## config.mk

```make
export PLATFORM = sky130hd
export DESIGN_NAME = base64_stream_decoder_unit
export DESIGN_NICKNAME = d
export VERILOG_FILES = /design/src/rtl/b64d_pkg.sv /design/src/rtl/base64_stream_decoder_unit.sv /design/src/rtl/b64d_front.sv /design/src/rtl/b64d_queue.sv /design/src/rtl/b64d_back.sv
export SDC_FILE = /design/constraint.sdc
export NUM_CORES = 1
export LEC_CHECK = 0
export BUFFER_PORTS_ARGS = -buffer_cell sky130_fd_sc_hd__buf_2
export CORE_MARGIN = 1.5
export CORE_UTILIZATION = 55
export CTS_BUF_LIST = sky130_fd_sc_hd__clkbuf_16
export CTS_CLUSTER_SIZE = 14
export DETAILED_ROUTE_END_ITERATION = 8
export PLACE_DENSITY = 0.79
export SETUP_SLACK_MARGIN = 0.15
export SLEW_MARGIN = 20
export SYNTH_ARGS = -nofsm -noshare
export SYNTH_HDL_FRONTEND = slang
export SYNTH_HIERARCHICAL = 1
export SYNTH_SLANG_ARGS = --single-unit
```

## constraint.sdc

```tcl
create_clock -name clk -period 10.85 [get_ports clk]
set_clock_uncertainty 0.05 [all_clocks]
set_input_delay 0.5425 -clock clk [delete_from_list [all_inputs] [get_ports clk]]
set_output_delay 0.5425 -clock clk [all_outputs]
set_load 0.02 [all_outputs]
```

## src/rtl/b64d_pkg.sv

```systemverilog
`default_nettype none

package b64d_pkg;

  // Alphabet range bounds
  localparam logic [7:0] CharUpperA = 8'h41;  // 'A'
  localparam logic [7:0] CharUpperZ = 8'h5a;  // 'Z'
  localparam logic [7:0] CharLowerA = 8'h61;  // 'a'
  localparam logic [7:0] CharLowerZ = 8'h7a;  // 'z'
  localparam logic [7:0] CharDigit0 = 8'h30;  // '0'
  localparam logic [7:0] CharDigit9 = 8'h39;  // '9'
  localparam logic [7:0] CharPlus   = 8'h2b;  // '+'
  localparam logic [7:0] CharSlash  = 8'h2f;  // '/'

  localparam logic [5:0] LowerBase = 6'd26;
  localparam logic [5:0] DigitBase = 6'd52;
  localparam logic [5:0] PlusCode  = 6'd62;
  localparam logic [5:0] SlashCode = 6'd63;

  localparam logic [1:0] GroupFull = 2'd3;  // held sextets before the closing one

  typedef struct packed {
    logic       ok;
    logic [5:0] val;
  } sextet_t;

  // One queued request: up to three bytes, emitted data[0] first
  typedef struct packed {
    logic [2:0][7:0] data;
    logic [1:0]      cnt;         // results in this request, 1..3
    logic            byte_valid;
    logic            eom;
  } job_t;

  function automatic sextet_t sextet_of(input logic [7:0] ch);
    sextet_t    s;
    logic [7:0] d;
    s = '0;
    d = '0;
    if (ch >= CharUpperA && ch <= CharUpperZ) begin
      d = ch - CharUpperA;
      s = '{ok: 1'b1, val: d[5:0]};
    end else if (ch >= CharLowerA && ch <= CharLowerZ) begin
      d = ch - CharLowerA;
      s = '{ok: 1'b1, val: d[5:0] + LowerBase};
    end else if (ch >= CharDigit0 && ch <= CharDigit9) begin
      d = ch - CharDigit0;
      s = '{ok: 1'b1, val: d[5:0] + DigitBase};
    end else if (ch == CharPlus) begin
      s = '{ok: 1'b1, val: PlusCode};
    end else if (ch == CharSlash) begin
      s = '{ok: 1'b1, val: SlashCode};
    end
    return s;
  endfunction

  // Four sextets -> three bytes, MSBs first
  function automatic logic [2:0][7:0] group_bytes(input logic [5:0] a, input logic [5:0] b,
                                                  input logic [5:0] c, input logic [5:0] d);
    logic [2:0][7:0] r;
    r[0] = {a, b[5:4]};
    r[1] = {b[3:0], c[5:2]};
    r[2] = {c[1:0], d};
    return r;
  endfunction

endpackage

`default_nettype wire

```

## src/rtl/base64_stream_decoder_unit.sv

```systemverilog
// Channel   Direction  Handshake            Payload
// input     in         push / full          symbol[7:0], end_marker
// result    out        empty / pop          data_byte[7:0], byte_valid, last_of_run,
//                                           end_of_message
//
// One character is taken per cycle while full is low; a character that closes a group
// or an end marker writes one request (up to three bytes) into the request queue.
// Results leave at one per cycle from the queue head while pop is high; the 3-byte group
// per 4 characters keeps the back end ahead of the front at full input rate.
// A request is registered into the queue and shows on the result ports once it reaches the head.
// Reset (rst, synchronous) clears the held group, the halt flag and the queue.
// full rises only when all QUEUE_DEPTH request slots are taken.
`default_nettype none

module base64_stream_decoder_unit #(
  parameter int QUEUE_DEPTH = 4  // request slots, >= 1
) (
  input  wire logic       clk,
  input  wire logic       rst,
  input  wire logic       push,
  output logic            full,
  input  wire logic [7:0] symbol,
  input  wire logic       end_marker,
  output logic            empty,
  input  wire logic       pop,
  output logic [7:0]      data_byte,
  output logic            byte_valid,
  output logic            last_of_run,
  output logic            end_of_message
);

  b64d_pkg::job_t job, head;
  logic           job_push, rd_en, q_full, q_empty, accept;

  assign accept = push && !q_full;
  assign full   = q_full;
  assign empty  = q_empty;

  // Front: sextet lookup, group assembly, halt tracking
  b64d_front u_front (
    .clk        (clk),
    .rst        (rst),
    .accept     (accept),
    .symbol     (symbol),
    .end_marker (end_marker),
    .job_push   (job_push),
    .job        (job)
  );

  // Requests waiting for the back end
  b64d_queue #(
    .DEPTH (QUEUE_DEPTH)
  ) u_queue (
    .clk     (clk),
    .rst     (rst),
    .wr_en   (job_push),
    .wr_job  (job),
    .rd_en   (rd_en),
    .head    (head),
    .q_full  (q_full),
    .q_empty (q_empty)
  );

  // Back: walks the bytes of the head request, one per pop
  b64d_back u_back (
    .clk            (clk),
    .rst            (rst),
    .head           (head),
    .q_empty        (q_empty),
    .pop            (pop),
    .rd_en          (rd_en),
    .data_byte      (data_byte),
    .byte_valid     (byte_valid),
    .last_of_run    (last_of_run),
    .end_of_message (end_of_message)
  );

endmodule

`default_nettype wire

```

## src/rtl/b64d_front.sv

```systemverilog
`default_nettype none

module b64d_front (
  input  wire logic            clk,
  input  wire logic            rst,
  input  wire logic            accept,
  input  wire logic [7:0]      symbol,
  input  wire logic            end_marker,
  output logic                 job_push,
  output b64d_pkg::job_t       job
);

  logic [2:0][5:0]   hold, hold_next;
  logic [1:0]        count, count_next;
  logic              halted, halted_next;
  b64d_pkg::sextet_t sx;

  assign sx = b64d_pkg::sextet_of(symbol);

  always_comb begin
    hold_next   = hold;
    count_next  = count;
    halted_next = halted;
    job_push    = 1'b0;
    job         = '0;
    if (accept) begin
      if (end_marker) begin
        job_push = 1'b1;
        job.eom  = 1'b1;
        if (count >= 2'd2) begin
          job.data       = b64d_pkg::group_bytes(hold[0], hold[1],
                                                 (count == 2'd3) ? hold[2] : 6'd0, 6'd0);
          job.cnt        = count - 2'd1;
          job.byte_valid = 1'b1;
        end else begin
          job.cnt = 2'd1;  // lone marker result, no byte
        end
        hold_next   = '0;
        count_next  = '0;
        halted_next = 1'b0;
      end else if (!halted) begin
        if (!sx.ok) begin
          halted_next = 1'b1;
        end else if (count < b64d_pkg::GroupFull) begin
          hold_next[count] = sx.val;
          count_next       = count + 2'd1;
        end else begin
          job_push       = 1'b1;
          job.data       = b64d_pkg::group_bytes(hold[0], hold[1], hold[2], sx.val);
          job.cnt        = 2'd3;
          job.byte_valid = 1'b1;
          hold_next      = '0;
          count_next     = '0;
        end
      end
    end
  end

  always_ff @(posedge clk) begin
    if (rst) begin
      hold   <= '0;
      count  <= '0;
      halted <= 1'b0;
    end else begin
      hold   <= hold_next;
      count  <= count_next;
      halted <= halted_next;
    end
  end

endmodule

`default_nettype wire

```

## src/rtl/b64d_queue.sv

```systemverilog
`default_nettype none

module b64d_queue #(
  parameter int DEPTH = 4
) (
  input  wire logic           clk,
  input  wire logic           rst,
  input  wire logic           wr_en,
  input  wire b64d_pkg::job_t wr_job,
  input  wire logic           rd_en,
  output b64d_pkg::job_t      head,
  output logic                q_full,
  output logic                q_empty
);

  localparam int PtrW = (DEPTH > 1) ? $clog2(DEPTH) : 1;
  localparam int CntW = $clog2(DEPTH + 1);

  b64d_pkg::job_t slots [DEPTH];
  logic [PtrW-1:0] wr_ptr, rd_ptr;
  logic [CntW-1:0] count;
  logic            do_wr, do_rd;

  assign q_full  = (count == CntW'(DEPTH));
  assign q_empty = (count == '0);
  assign do_wr   = wr_en && !q_full;
  assign do_rd   = rd_en && !q_empty;
  assign head    = slots[rd_ptr];

  always_ff @(posedge clk) begin
    if (do_wr) begin
      slots[wr_ptr] <= wr_job;
    end
  end

  always_ff @(posedge clk) begin
    if (rst) begin
      wr_ptr <= '0;
      rd_ptr <= '0;
      count  <= '0;
    end else begin
      if (do_wr) begin
        wr_ptr <= (wr_ptr == PtrW'(DEPTH - 1)) ? '0 : wr_ptr + PtrW'(1);
      end
      if (do_rd) begin
        rd_ptr <= (rd_ptr == PtrW'(DEPTH - 1)) ? '0 : rd_ptr + PtrW'(1);
      end
      if (do_wr && !do_rd) begin
        count <= count + CntW'(1);
      end else if (do_rd && !do_wr) begin
        count <= count - CntW'(1);
      end
    end
  end

endmodule

`default_nettype wire

```

## src/rtl/b64d_back.sv

```systemverilog
`default_nettype none

module b64d_back (
  input  wire logic           clk,
  input  wire logic           rst,
  input  wire b64d_pkg::job_t head,
  input  wire logic           q_empty,
  input  wire logic           pop,
  output logic                rd_en,
  output logic [7:0]          data_byte,
  output logic                byte_valid,
  output logic                last_of_run,
  output logic                end_of_message
);

  logic [1:0] idx;
  logic       take;

  assign last_of_run    = (idx == head.cnt - 2'd1);
  assign data_byte      = head.data[idx];
  assign byte_valid     = head.byte_valid;
  assign end_of_message = head.eom && last_of_run;

  assign take  = pop && !q_empty;
  assign rd_en = take && last_of_run;

  always_ff @(posedge clk) begin
    if (rst) begin
      idx <= '0;
    end else if (take) begin
      idx <= last_of_run ? 2'd0 : idx + 2'd1;
    end
  end

endmodule

`default_nettype wire

```

Word level (Yosys, flattened, before mapping)
Memory sizes are Yosys's and may differ from the RTL's. A register that Yosys moved wholly into a read port is not among the register bits.
Cells that the tools add are included.
{ "word_totals": {"register_bits": 30, "out_inout_bits": 13, "input_bits": 13, "n_memories": 1, "elab_cells": 107, "latch_bits": 0, "mem_bits_rw": 112, "romBits": 0} }
{ "mem_list": {"columns": ["name", "depth", "word_bits", "read_ports", "rd_ports_with_merged_regs", "write_ports", "line_no", "source"], "rows": [
  ["u_queue.slots", 4, 28, 1, 1, 1, "b64d_queue.sv:19", "b64d_pkg::job_t slots [DEPTH];"]
]} }
{ "classes": {"n_bitwise": 0, "addsub": 13, "n_reduce_logical": 20, "mux": 45, "div_mod_pow": 0, "n_lt_le_gt_ge": 11, "multipliers": 0, "shift": 0, "n_eq_ne": 8} }
{ "ops": {"columns": ["op", "n"], "rows": [
  ["two-way mux 27 bit", 4],
  ["two-way mux 18 bit", 4],
  ["two-way mux 7 bit", 5],
  ["two-way mux 28 bit", 1],
  ["two-way mux 24 bit", 1],
  ["two-way mux 2 bit", 10],
  ["bitwise mux 18 bit", 1],
  ["binary-select mux 8 bit (select 2 bit)", 1],
  ["== test 8 x 6 -> 1 bit, second input constant", 2],
  ["greater-or-equal comparator 8 x 7 -> 1 bit, second input constant", 2],
  ["<= comparator 8 x 7 -> 1 bit, second input constant", 2],
  ["demux 6 bit (select 2 bit)", 1],
  ["logical AND 1 bit", 12],
  ["two-way mux 1 bit", 12],
  ["two-way mux 6 bit", 2],
  ["subtractor 6 bit, second input constant", 2],
  ["adder 2 x 1 -> 2 bit, second input constant", 4],
  ["greater-or-equal comparator 8 x 6 -> 1 bit, second input constant", 1],
  ["<= comparator 8 x 6 -> 1 bit, second input constant", 1],
  ["two-way mux 8 bit", 1],
  ["adder 6 x 5 -> 6 bit, second input constant", 1],
  ["adder 6 bit, second input constant", 1],
  ["== test 2 bit, second input constant", 3],
  ["less-than comparator 2 x 3 -> 1 bit, second input constant", 2],
  ["other kinds (15)", 21]
]} }

Longest topological paths before layout
Gate-level depths: netlist (run 1).
{ "depth": {"ltp_word": 15, "mapped_depth": 17, "mapped_depth_nobuf": 15} }

Hierarchy
The synthesis (run 1) kept the hierarchy.
{ "modules_own_cells": {"columns": ["mod", "seq_area_each_um2", "cells_each", "instances", "area_per_inst_um2"], "rows": [
  ["b64d_queue", 3543.4, 196, 1, 4541.9],
  ["b64d_front", 420.4, 185, 1, 1626.6],
  ["b64d_back", 40.0, 46, 1, 327.8],
  ["base64_stream_decoder_unit", 0.0, 1, 1, 13.8]
]} }

Worst setup path before layout (run 1)
Ideal clock, no wire load.
{ "synth_path": {"path_type": "in2reg", "from": "input port symbol[2]", "to": "register u_queue.count[2]", "path_stages": 17, "setup_time_ps": 70, "t_required_ps": 10730, "arrival_time_ps": 3736, "path_slack_ps": 6994, "path_buffers": 2, "cell_sequence": "clkbuf_2 -> inv_1 -> ha_1 -> a21oi_2 -> o311ai_4 -> nor2_2 -> o311a_1 -> buf_6 -> a21o_1 -> bufinv_8 -> nor2_2 -> ha_1 -> inv_1 -> fa_1 -> xor2_1 -> or3_1 -> a21oi_1"} }
{ "synth_between": {"elab_chain_len": 14} }
{ "synth_lines": {"columns": ["element", "line_no", "source"], "rows": [
  ["start: declaration", "base64_stream_decoder_unit.sv:22", "input wire logic [7:0] symbol,"],
  ["branches (longest 5 deep; another with greater-or-equal comparator 8 x 6 -> 1 bit)", null, null],
  ["two-way mux 7 bit *", "b64d_pkg.sv:40", "if (ch >= CharUpperA && ch <= CharUpperZ) begin"],
  ["two-way mux 1 bit *", "b64d_front.sv:42", "if (!sx.ok) begin"],
  ["two-way mux 1 bit *", "b64d_front.sv:41", "end else if (!halted) begin"],
  ["two-way mux 1 bit *", "b64d_front.sv:27", "if (end_marker) begin"],
  ["two-way mux 1 bit *", "b64d_front.sv:26", "if (accept) begin"],
  ["named net job_push", "base64_stream_decoder_unit.sv:33", "logic job_push, rd_en, q_full, q_empty, accept;"],
  ["logical AND 1 bit *", "b64d_queue.sv:26", "assign do_wr = wr_en && !q_full;"],
  ["named net u_queue.do_wr", "b64d_queue.sv:22", "logic do_wr, do_rd;"],
  ["zero test 1 bit", "b64d_queue.sv:50", "end else if (do_rd && !do_wr) begin"],
  ["logical AND 1 bit", "b64d_queue.sv:50", null],
  ["nonzero test 2 bit (no source line)", null, null],
  ["end signal: assignment", "b64d_queue.sv:49", "count <= count + CntW'(1);"],
  ["end signal: assignment", "b64d_queue.sv:51", "count <= count - CntW'(1);"],
  ["end: declaration", "b64d_queue.sv:21", "logic [CntW-1:0] count;"]
]} }
Mark *: on every way through the listed nets, which the timed path passes.
A chain may end at the register's enable or synchronous reset.

Final worst setup path (run 1)
Ends and elaborated chain as after synthesis.

==> metrics.cfg, run 1 <==
[floorplanning]
design.portCount=26
die_x_um=111.8
die_area_um2=12500
core_area_um2=11470
die_h_um=111.8
start_util=0.5677
floorplan.rows=39

[route]
vias_per_cell=6.136
totalWireLength_um=12940
firstDrtPassIters=4
drc=0
first_iter_violations=341
routedWlPerCell_um=20.98
num_vias=3786
antenna_left=0

[global_route]
overflow=0
grt_pass1_wl_um=20720
grt_util_all_layers=0.2201
first_global_vias=3957
grt_start_max_net_pins=29
antenna_found_initial=0

[logic_synthesis]
post-synth-top-count-cell=edfxtp_1
syn_nets=462
postSynthCellCount=428
avgSynthCellArea_um2=15.21
synth-seq-cells=144
synth_edf_count=112
seq_area_frac_synth=0.6150
synth_commonest_cells=edfxtp_1 (112), dfxtp_1 (32), mux4_2 (28)
ys.warnings.count=6
synth.area.top_cells=edfxtp_1 (52%), dfxtp_1 (9.8%), mux4_2 (9.7%), ha_1 (3.8%), o2bb2ai_1 (2.2%)
ys.flop_type=edfxtp_1
ys_async_sr_fraction=0
synth_top_cell_by_area=edfxtp_1
synth_area_um2=6510
yosysTopAreaCellShare=0.5166
yosys.cell_types.count=66

[worst_setup_path]
cp_num_buf_inv=4
critPathTopFamily=compound AO/OA/AOI/OAI gates
slowest_stage=o311a_1
arrival_ns=4.38
cp-start-kind=input port
path_max_fanout=11
cp.required_ns=11.16
end_kind=register
critical_path_class=input port to register
path_cells=buf_2, inv_1, ha_1, a21oi_2, o311ai_4, nor2_2, o311a_1, a21o_1, bufinv_8, nor2_2, ha_1, inv_1, fa_1, xor2_1, or3_1, a21oi_1
slowest_delay_ns=0.60

[status]
outcome=completed

[timing]
timing.final.crit_share=0.3756
period_needed_ns=4.075
holdWs_ns=0.4054
worst_slack_ns=6.775
setup_tns_ns=0
hold_viol=0
setup_violations=0
tightest_slew_ns=0.8504
final_max_slew_viol_count=0
clock.fmax_mhz=245.4
slew_headroom=0.4331
rsz0062_at_grt=false

[pwr]
ir_drop_mv=0.1316
power_density_nw_per_um2=181.5
leakagePower_nw=2.497

[clock_tree]
numCtsBuffers=17
cts_tree=done
cts_setup_buffers=0
clock_path_buffers=2
cts_sinks=144
cts_hold_buf=0
h-tree-depth=4
clk_pin_slew_ns=0.06
cts_resized=0
worstSkewPairLatency_ns=0.42
cts-root-buf=clkbuf_16

[place]
io_buffers=25
place_ws_ns=6.305
gp_congestion=0.8327
place_area_um2=6743
post-place-cells=585
dp_hpwl_um=8007

[final_layout]
nets=495
synthToLayoutAreaGrowth_pct=12.45
num_antenna_cells=0
nFillCells=823
drive_gt1_frac=0.2363
layoutNonFillerInstCount=617
final_area_um2=7321

[run]
cap_violations=0

[min_path]
hold_class=register to register

-- path summary, 6_finish.rpt --
path	start	endpoint	slack, ns	cells past startpoint
max reg2reg	u_queue/count[0]$_SDFFE_PP0P_	u_queue/count[2]$_SDFFE_PP0P_	7.18	13
min reg2reg	u_front/hold[13]$_SDFFE_PP0P_	u_front/hold[13]$_SDFFE_PP0P_	0.41	1
max	symbol[2]	u_queue/count[2]$_SDFFE_PP0P_	6.78	16
min	u_front/hold[13]$_SDFFE_PP0P_	u_front/hold[13]$_SDFFE_PP0P_	0.41	1
-- worst register-to-register path, stage by stage, from the launching register on --
cell      delay (ns)
dfxtp_1         0.44
or3b_1          0.31
clkinv_4        0.12
nor2b_4         0.19
o311a_1         0.58
a21o_1          0.30
bufinv_8        0.21
nor2_2          0.14
ha_1            0.20
inv_1           0.07
fa_1            0.38
xor2_1          0.16
or3_1           0.30
a21oi_1         0.14
-- cell families (layout without fill, tap and decap cells) --
logic type      Yosys count  count (layout)  synth area share
mux                      39              39            0.1138
compound gates           72              72           0.09284
xor+xnor                  7               7          0.009418
simple gates            112             112           0.09764
buf+inv                  33              79           0.02979
flops                   144             144            0.6150
fa+ha+maj                21              21           0.04151
-- power breakdown --
| part | internal, mW | switching, mW |
|---|---|---|
| registers | 0.613 | 0.00965 |
| clock network | 0.336 | 0.222 |
| logic | 0.0579 | 0.0897 |
-- routing by layer --
layer / global-route usage / part of all wire / vias up
met2: 0.3720 / 0.51 / 125
met5: 0 / 0 / -
met3: 0.05879 / 0.047 / 15
li1: - / - / 1731
met4: 0.08017 / 0.017 / 0
met1: 0.2741 / 0.43 / 1915
-- state kept, by name (all words and copies together) (netlist names), named ones only --
name and count:
u_back/idx 2, u_front/count 2, u_front/halted 1, u_front/hold 18
u_queue/count 3, u_queue/rd_ptr 2, u_queue/slots 112, u_queue/wr_ptr 2
-- through the flow --
step / util / power, mW
after floorplan: - / 0.7418
after global placement: 0.5880 / 0.7761
final: 0.6384 / 1.329
after global routing: 0.6384 / 1.375
after CTS: 0.6379 / 1.335
after detailed placement: 0.5880 / 0.7817
-- placed cells by master, fill, tap and decap left out, types with 17 or more instances in the layout --
cell type	Yosys	final
nor2_1	17	17
dfxtp_1	32	31
edfxtp_1	112	112
clkbuf_16	0	17
and2_1	21	21
buf_2	3	25
mux4_2	28	28
ha_1	20	20
nand2_1	20	20
inv_1	15	17
-- final cells by class --
type                            instances  area, um2  area share
Inverter                               18      86.33     0.01179
Clock buffer                           17      425.4     0.05811
Sequential cell                       144       4005      0.5471
Timing Repair Buffer                   29      155.1     0.02119
Multi-Input combinational cell        251       2323      0.3174
Clock inverter                         15      146.4     0.02000
Tap cell                              143      178.9     0.02444
Note: power is estimated with default switching activity, not from simulation.
==> run 2: changes to the inputs <==
- PLACE_DENSITY: 0.79 -> 0.82
- clock period: 10.85 -> 3.5 ns (I/O delays scaled with it)
==> metrics.cfg, run 2 (synthesized netlist as in run 1, its figures left out) <==
[floorplanning]
design.portCount=26  ; unchanged
start_util=0.5677  ; unchanged
die_area_um2=12500  ; unchanged
floorplan.rows=39  ; unchanged
die_h_um=111.8  ; unchanged
die_x_um=111.8  ; unchanged
core_area_um2=11470  ; unchanged

[pwr]
swShare=0.2359  ; -0.006010
power_frac_seq=0.487  ; +0.018
power_density_nw_per_um2=541.2  ; +200%
p_int_mw=3.032  ; +200%
leakagePower_nw=2.539  ; +1.7%
power.net_switching_mw=0.9363  ; +190%
clkPwrFrac=0.396  ; -0.024
ir_drop_mv=0.5312  ; +300%
p_comb_frac=0.117  ; +0.006

[global_route]
overflow=0  ; unchanged
grt_pass1_wl_um=20420  ; -1.5%
grt_util_all_layers=0.2165  ; -0.003591
grt_start_max_net_pins=29  ; unchanged
first_global_vias=3940  ; -0.43%
antenna_found_initial=0  ; unchanged

[final_layout]
final_common_cell=edfxtp_1
largest_reg_flops=112  ; unchanged
synthToLayoutAreaGrowth_pct=12.63
nets=502  ; +1.4%
nFillCells=783  ; -4.9%
regMostFlops=u_queue/slots
drive_gt1_frac=0.2328  ; -0.003439
top_regs=u_queue/slots (112), u_front/hold (18), u_queue/count (3)
num_antenna_cells=0  ; unchanged
final_area_um2=7332  ; +0.15%
multi_input_area_um2=2337  ; +0.59%
regArea_um2=4005  ; unchanged
layout_common_cells=edfxtp_1 (112), dfxtp_1 (31), mux4_2 (28), buf_2 (25), and2_1 (21)

[timing]
period_needed_ns=3.086
hold_viol=0  ; unchanged
clock.fmax_mhz=324.1
setup_violations=0  ; unchanged
setup_tns_ns=0  ; unchanged
tightest_slew_ns=0.6782  ; -0.1722 ns
rsz0062_at_grt=false
slew_headroom=0.5444  ; +0.1113
final_max_slew_viol_count=0  ; unchanged
timing.final.crit_share=0.8817

[worst_setup_path]
critical_path_class=register to register
cp-start-kind=register
cp.required_ns=3.80  ; -7.36 ns
end_kind=register
path_max_fanout=4  ; -7
arrival_ns=3.38  ; -1.00 ns

[status]
outcome=completed

[clock_tree]
cts_sinks=144  ; unchanged
numCtsBuffers=17  ; unchanged
clock_path_buffers=2  ; unchanged
worstSkewPairLatency_ns=0.42  ; about the same
cts_tree=done
h-tree-depth=4  ; unchanged
clk_pin_slew_ns=0.06  ; about the same
cts-root-buf=clkbuf_16

[place]
gp_congestion=0.9027  ; +8.4%
dp_hpwl_um=8031  ; +0.30%
place_area_um2=6807  ; +0.95%
io_buffers=25  ; unchanged

[route]
first_iter_violations=296  ; -13%
drc=0  ; unchanged
vias_per_cell=5.968  ; -2.7%
num_vias=3724  ; -1.6%
antenna_left=0  ; unchanged
firstDrtPassIters=4  ; unchanged
totalWireLength_um=12480  ; -3.6%
routedWlPerCell_um=20.00  ; -4.7%

[min_path]
hold_class=input port to register

[run]
cap_violations=0  ; unchanged

## run 2: layer usage
| metal | vias to the layer above | routed length (um) | GRT usage |
|---|---|---|---|
| met3 | 17 | 579 | 0.04518 |
| met5 | - | 0 | 0 |
| met2 | 105 | 6322 | 0.3683 |
| met4 | 0 | 167 | 0.08101 |
| li1 | 1734 | - | - |
| met1 | 1868 | 5410 | 0.2751 |
## run 2: path summary, 6_finish.rpt
check | start | end | slack [ns] | cells past startpoint
worst max register to register | register | u_queue/count[2]$_SDFFE_PP0P_ | 0.41 | 11
worst min-delay path | rst | u_queue/count[0]$_SDFFE_PP0P_ | 0.06 | 2
worst min register to register | u_front/hold[12]$_SDFFE_PP0P_ | u_front/hold[12]$_SDFFE_PP0P_ | 0.41 | 1
worst max-delay path | register | u_queue/count[2]$_SDFFE_PP0P_ | 0.41 | 11
## run 2: power groups by stage
stage	clock network [mW]	logic, mW	registers (mW)
after global routing	1.66	0.505	1.94
after CTS	1.59	0.464	1.93
after global placement	0	0.450	1.96
final	1.57	0.463	1.93
after detailed placement	0	0.460	1.97
after floorplan	0	0.343	1.96
## run 2: critical path: stages (launching register included)
cell and delay (ns):
dfxtp_2 0.36, mux4_2 0.55, xnor2_1 0.29, mux2i_1 0.16, and2_1 0.18, o31ai_2 0.11
ha_1 0.26, inv_1 0.06, fa_1 0.38, xor2_1 0.16, or3_1 0.32, a21oi_1 0.15
## run 2: what timing repair did
| item | CTS | global route |
|---|---|---|
| gates resized for setup | 0 | 1 |
| hold buffers | 0 | 0 |
| setup buffers | 0 | 0 |
| setup endpoints to repair | 0 | 1 |
## run 2: layout make-up
| cell class | count | share of cell area |
|---|---|---|
| Tap cell | 143 | 0.02440 |
| Clock buffer | 17 | 0.05802 |
| Clock inverter | 15 | 0.01246 |
| Timing Repair Buffer | 36 | 0.02833 |
| Sequential cell | 144 | 0.5462 |
| Multi-Input combinational cell | 251 | 0.3188 |
| Inverter | 18 | 0.01177 |
## run 2: metrics by stage
stage	utilization	instances	hold WS (ns)	power (mW)	worst slack, ns
after floorplan	-	428	0.1941	2.301	0.1510
after global placement	0.5936	592	0.3877	2.411	0.2093
after detailed placement	0.5936	592	0.3908	2.428	0.1069
after CTS	0.6386	624	0.04580	3.989	0.3261
after global routing	0.6394	624	0.07342	4.103	0.2219
final	0.6394	624	0.05528	3.968	0.4141
==> run 3: changes to the inputs <==
- clock period: 3.5 -> 2.7 ns (I/O delays scaled with it)
==> metrics.cfg, run 3 (synthesized netlist as in run 1, its figures left out) <==
[pwr]
totalPowerFinal_mw=5.351  ; +35%
power_density_nw_per_um2=687.1  ; +27%
clkPwrFrac=0.397  ; about the same
p_int_mw=4.039  ; +33%
power_frac_seq=0.466  ; -0.021
swShare=0.2452  ; +0.009260
ir_drop_mv=0.4922  ; -7.4%
p_comb_frac=0.137  ; +0.020
power.net_switching_mw=1.312  ; +40%
leakagePower_nw=2.723  ; +7.2%

[global_route]
grt_pass1_wl_um=22140  ; +8.4%
antenna_found_initial=0  ; unchanged
overflow=0  ; unchanged
grt_util_all_layers=0.2345  ; +0.01805
first_global_vias=4264  ; +8.2%
grt_start_max_net_pins=29  ; unchanged

[status]
violations=negative setup slack
outcome=finished, violations left

[final_layout]
final_common_cell=edfxtp_1
drive_gt1_frac=0.3243  ; +0.09148
layoutNonFillerInstCount=661  ; +5.9%
synthToLayoutAreaGrowth_pct=19.64
nets=539  ; +7.4%
largest_reg_flops=112  ; unchanged
layout_common_cells=edfxtp_1 (112), buf_4 (42), dfxtp_1 (31), mux4_2 (28), buf_2 (25)
nFillCells=751  ; -4.1%
regMostFlops=u_queue/slots
num_antenna_cells=0  ; unchanged
top_regs=u_queue/slots (112), u_front/hold (18), u_queue/count (3)

[worst_setup_path]
rr_endpoint=u_queue/count[2]$_SDFFE_PP0P_
cp_num_buf_inv=1  ; unchanged
slowest_stage=mux4_2
path_max_fanout=2  ; -2
reg2reg_depth=11  ; unchanged
rrSetupSlack_ns=-0.10  ; -0.52 ns
path_cells=mux4_2, xnor2_4, mux2i_4, and2_4, o31ai_4, ha_4, inv_2, fa_2, xor2_1, or3_1, a21oi_2
cp.required_ns=3.00  ; -0.80 ns
cp-start-kind=register
end_kind=register
critical_path_class=register to register
reg2reg_from=u_queue/slots[3][3]$_DFFE_PP_
arrival_ns=3.11  ; -0.27 ns
critPathTopFamily=multiplexers
slowest_delay_ns=0.55  ; about the same

[run]
cap_violations=0  ; unchanged

[timing]
clock.fmax_mhz=356.6  ; +10%
tightest_slew_ns=0.7513  ; +0.07310 ns
worst_slack_ns=-0.1044  ; -0.5185 ns
setup_violations=1  ; +1
hold_viol=0  ; unchanged
period_needed_ns=2.804  ; -0.2815 ns
slew_headroom=0.4981  ; -0.04629
setup_tns_ns=-0.1044  ; -0.1044 ns
timing.final.crit_share=1.039  ; +0.1570
holdWs_ns=0.03386  ; -0.02142 ns
final_max_slew_viol_count=0  ; unchanged
rsz0062_at_grt=true

[place]
dp_hpwl_um=8509  ; +6.0%
io_buffers=25  ; unchanged
gp_congestion=0.8471  ; -6.2%
post-place-cells=625  ; +5.6%

[floorplanning]
die_x_um=111.8  ; unchanged
floorplan.rows=39  ; unchanged
die_h_um=111.8  ; unchanged
start_util=0.5677  ; unchanged
core_area_um2=11470  ; unchanged
design.portCount=26  ; unchanged
die_area_um2=12500  ; unchanged

[route]
num_vias=4006  ; +7.6%
vias_per_cell=6.061  ; +1.6%
antenna_left=0  ; unchanged
firstDrtPassIters=5  ; +1
routedWlPerCell_um=20.48  ; +2.4%
first_iter_violations=342  ; +16%
drc=0  ; unchanged
totalWireLength_um=13540  ; +8.5%

[clock_tree]
clock_path_buffers=2  ; unchanged
cts_sinks=144  ; unchanged
numCtsBuffers=17  ; unchanged
clk_pin_slew_ns=0.06  ; about the same
cts-root-buf=clkbuf_16
cts_tree=done
h-tree-depth=4  ; unchanged
worstSkewPairLatency_ns=0.41  ; about the same

[min_path]
whs_path_depth=2  ; unchanged
worstHoldEndpoint=u_queue/count[0]$_SDFFE_PP0P_
min_from=rst
hold_class=input port to register

## run 3: cell count changes in the layout (fill, tap and decap cells not counted), moves of 3 or more
| cell | delta |
|---|---|
| and3_1 | -4 |
| and3_2 | +4 |
| buf_12 | +5 |
| buf_4 | +31 |
| clkinvlp_4 | +3 |
| inv_1 | -5 |
| inv_6 | +3 |
## run 3: repair_timing
action | in CTS | in global routing
buffers inserted | 3 | 1
hold buffers | 0 | 0
gates resized for setup | 3 | 4
cloned | 0 | 0
setup endpoints to repair | 6 | 6
pin swaps | 2 | 1
## run 3: power groups by stage
stage | clock [mW] | sequential [mW] | combinational, mW
6_report | 2.12 | 2.49 | 0.735
2_1_floorplan | 0 | 2.54 | 0.471
3_5_place_dp | 0 | 2.54 | 0.714
4_1_cts | 2.15 | 2.49 | 0.732
5_1_grt | 2.25 | 2.50 | 0.792
3_3_place_gp | 0 | 2.53 | 0.688
## run 3: how the worst max path moves through the flow
stage / slack (ns) / to / from / cells after the start
finish: -0.10 / u_queue/count[2]$_SDFFE_PP0P_ / u_queue/slots[3][3]$_DFFE_PP_ / 11
global route: -0.21 / u_queue/count[2]$_SDFFE_PP0P_ / register / 11
CTS: -0.08 / u_queue/count[2]$_SDFFE_PP0P_ / u_queue/slots[3][3]$_DFFE_PP_ / 11
detailed placement: -0.12 / u_queue/count[2]$_SDFFE_PP0P_ / symbol[0] / 16
global placement: -0.01 / u_queue/count[2]$_SDFFE_PP0P_ / register / 11
floorplan: -0.19 / u_queue/count[2]$_SDFFE_PP0P_ / register / 12
## run 3: final cells by class
cell class	count	area, um2	area share
clock inverters	15	120.1	0.01542
multi-input cells	251	2427	0.3116
well taps	143	178.9	0.02297
inverters	18	80.08	0.01028
flip-flops and latches	144	4005	0.5142
clock buffers	17	425.4	0.05462
repair buffers	73	551.8	0.07084
## run 3: per-layer routing
metal  up-vias  GRT usage  part of all wire
li1       1816          -                 -
met1      2023     0.2920              0.42
met2       144     0.4033              0.51
met3        23    0.04355             0.050
met4         0     0.1004             0.021
met5         -          0                 0
## run 3: stage by stage
step | utilization | setup WS [ns] | instance area [um2]
2_1_floorplan | - | -0.1891 | 6621
4_1_cts | 0.6775 | -0.07742 | 7769
3_3_place_gp | 0.6263 | -0.01081 | 7182
5_1_grt | 0.6792 | -0.2137 | 7789
6_report | 0.6792 | -0.1044 | 7789
3_5_place_dp | 0.6263 | -0.1235 | 7182
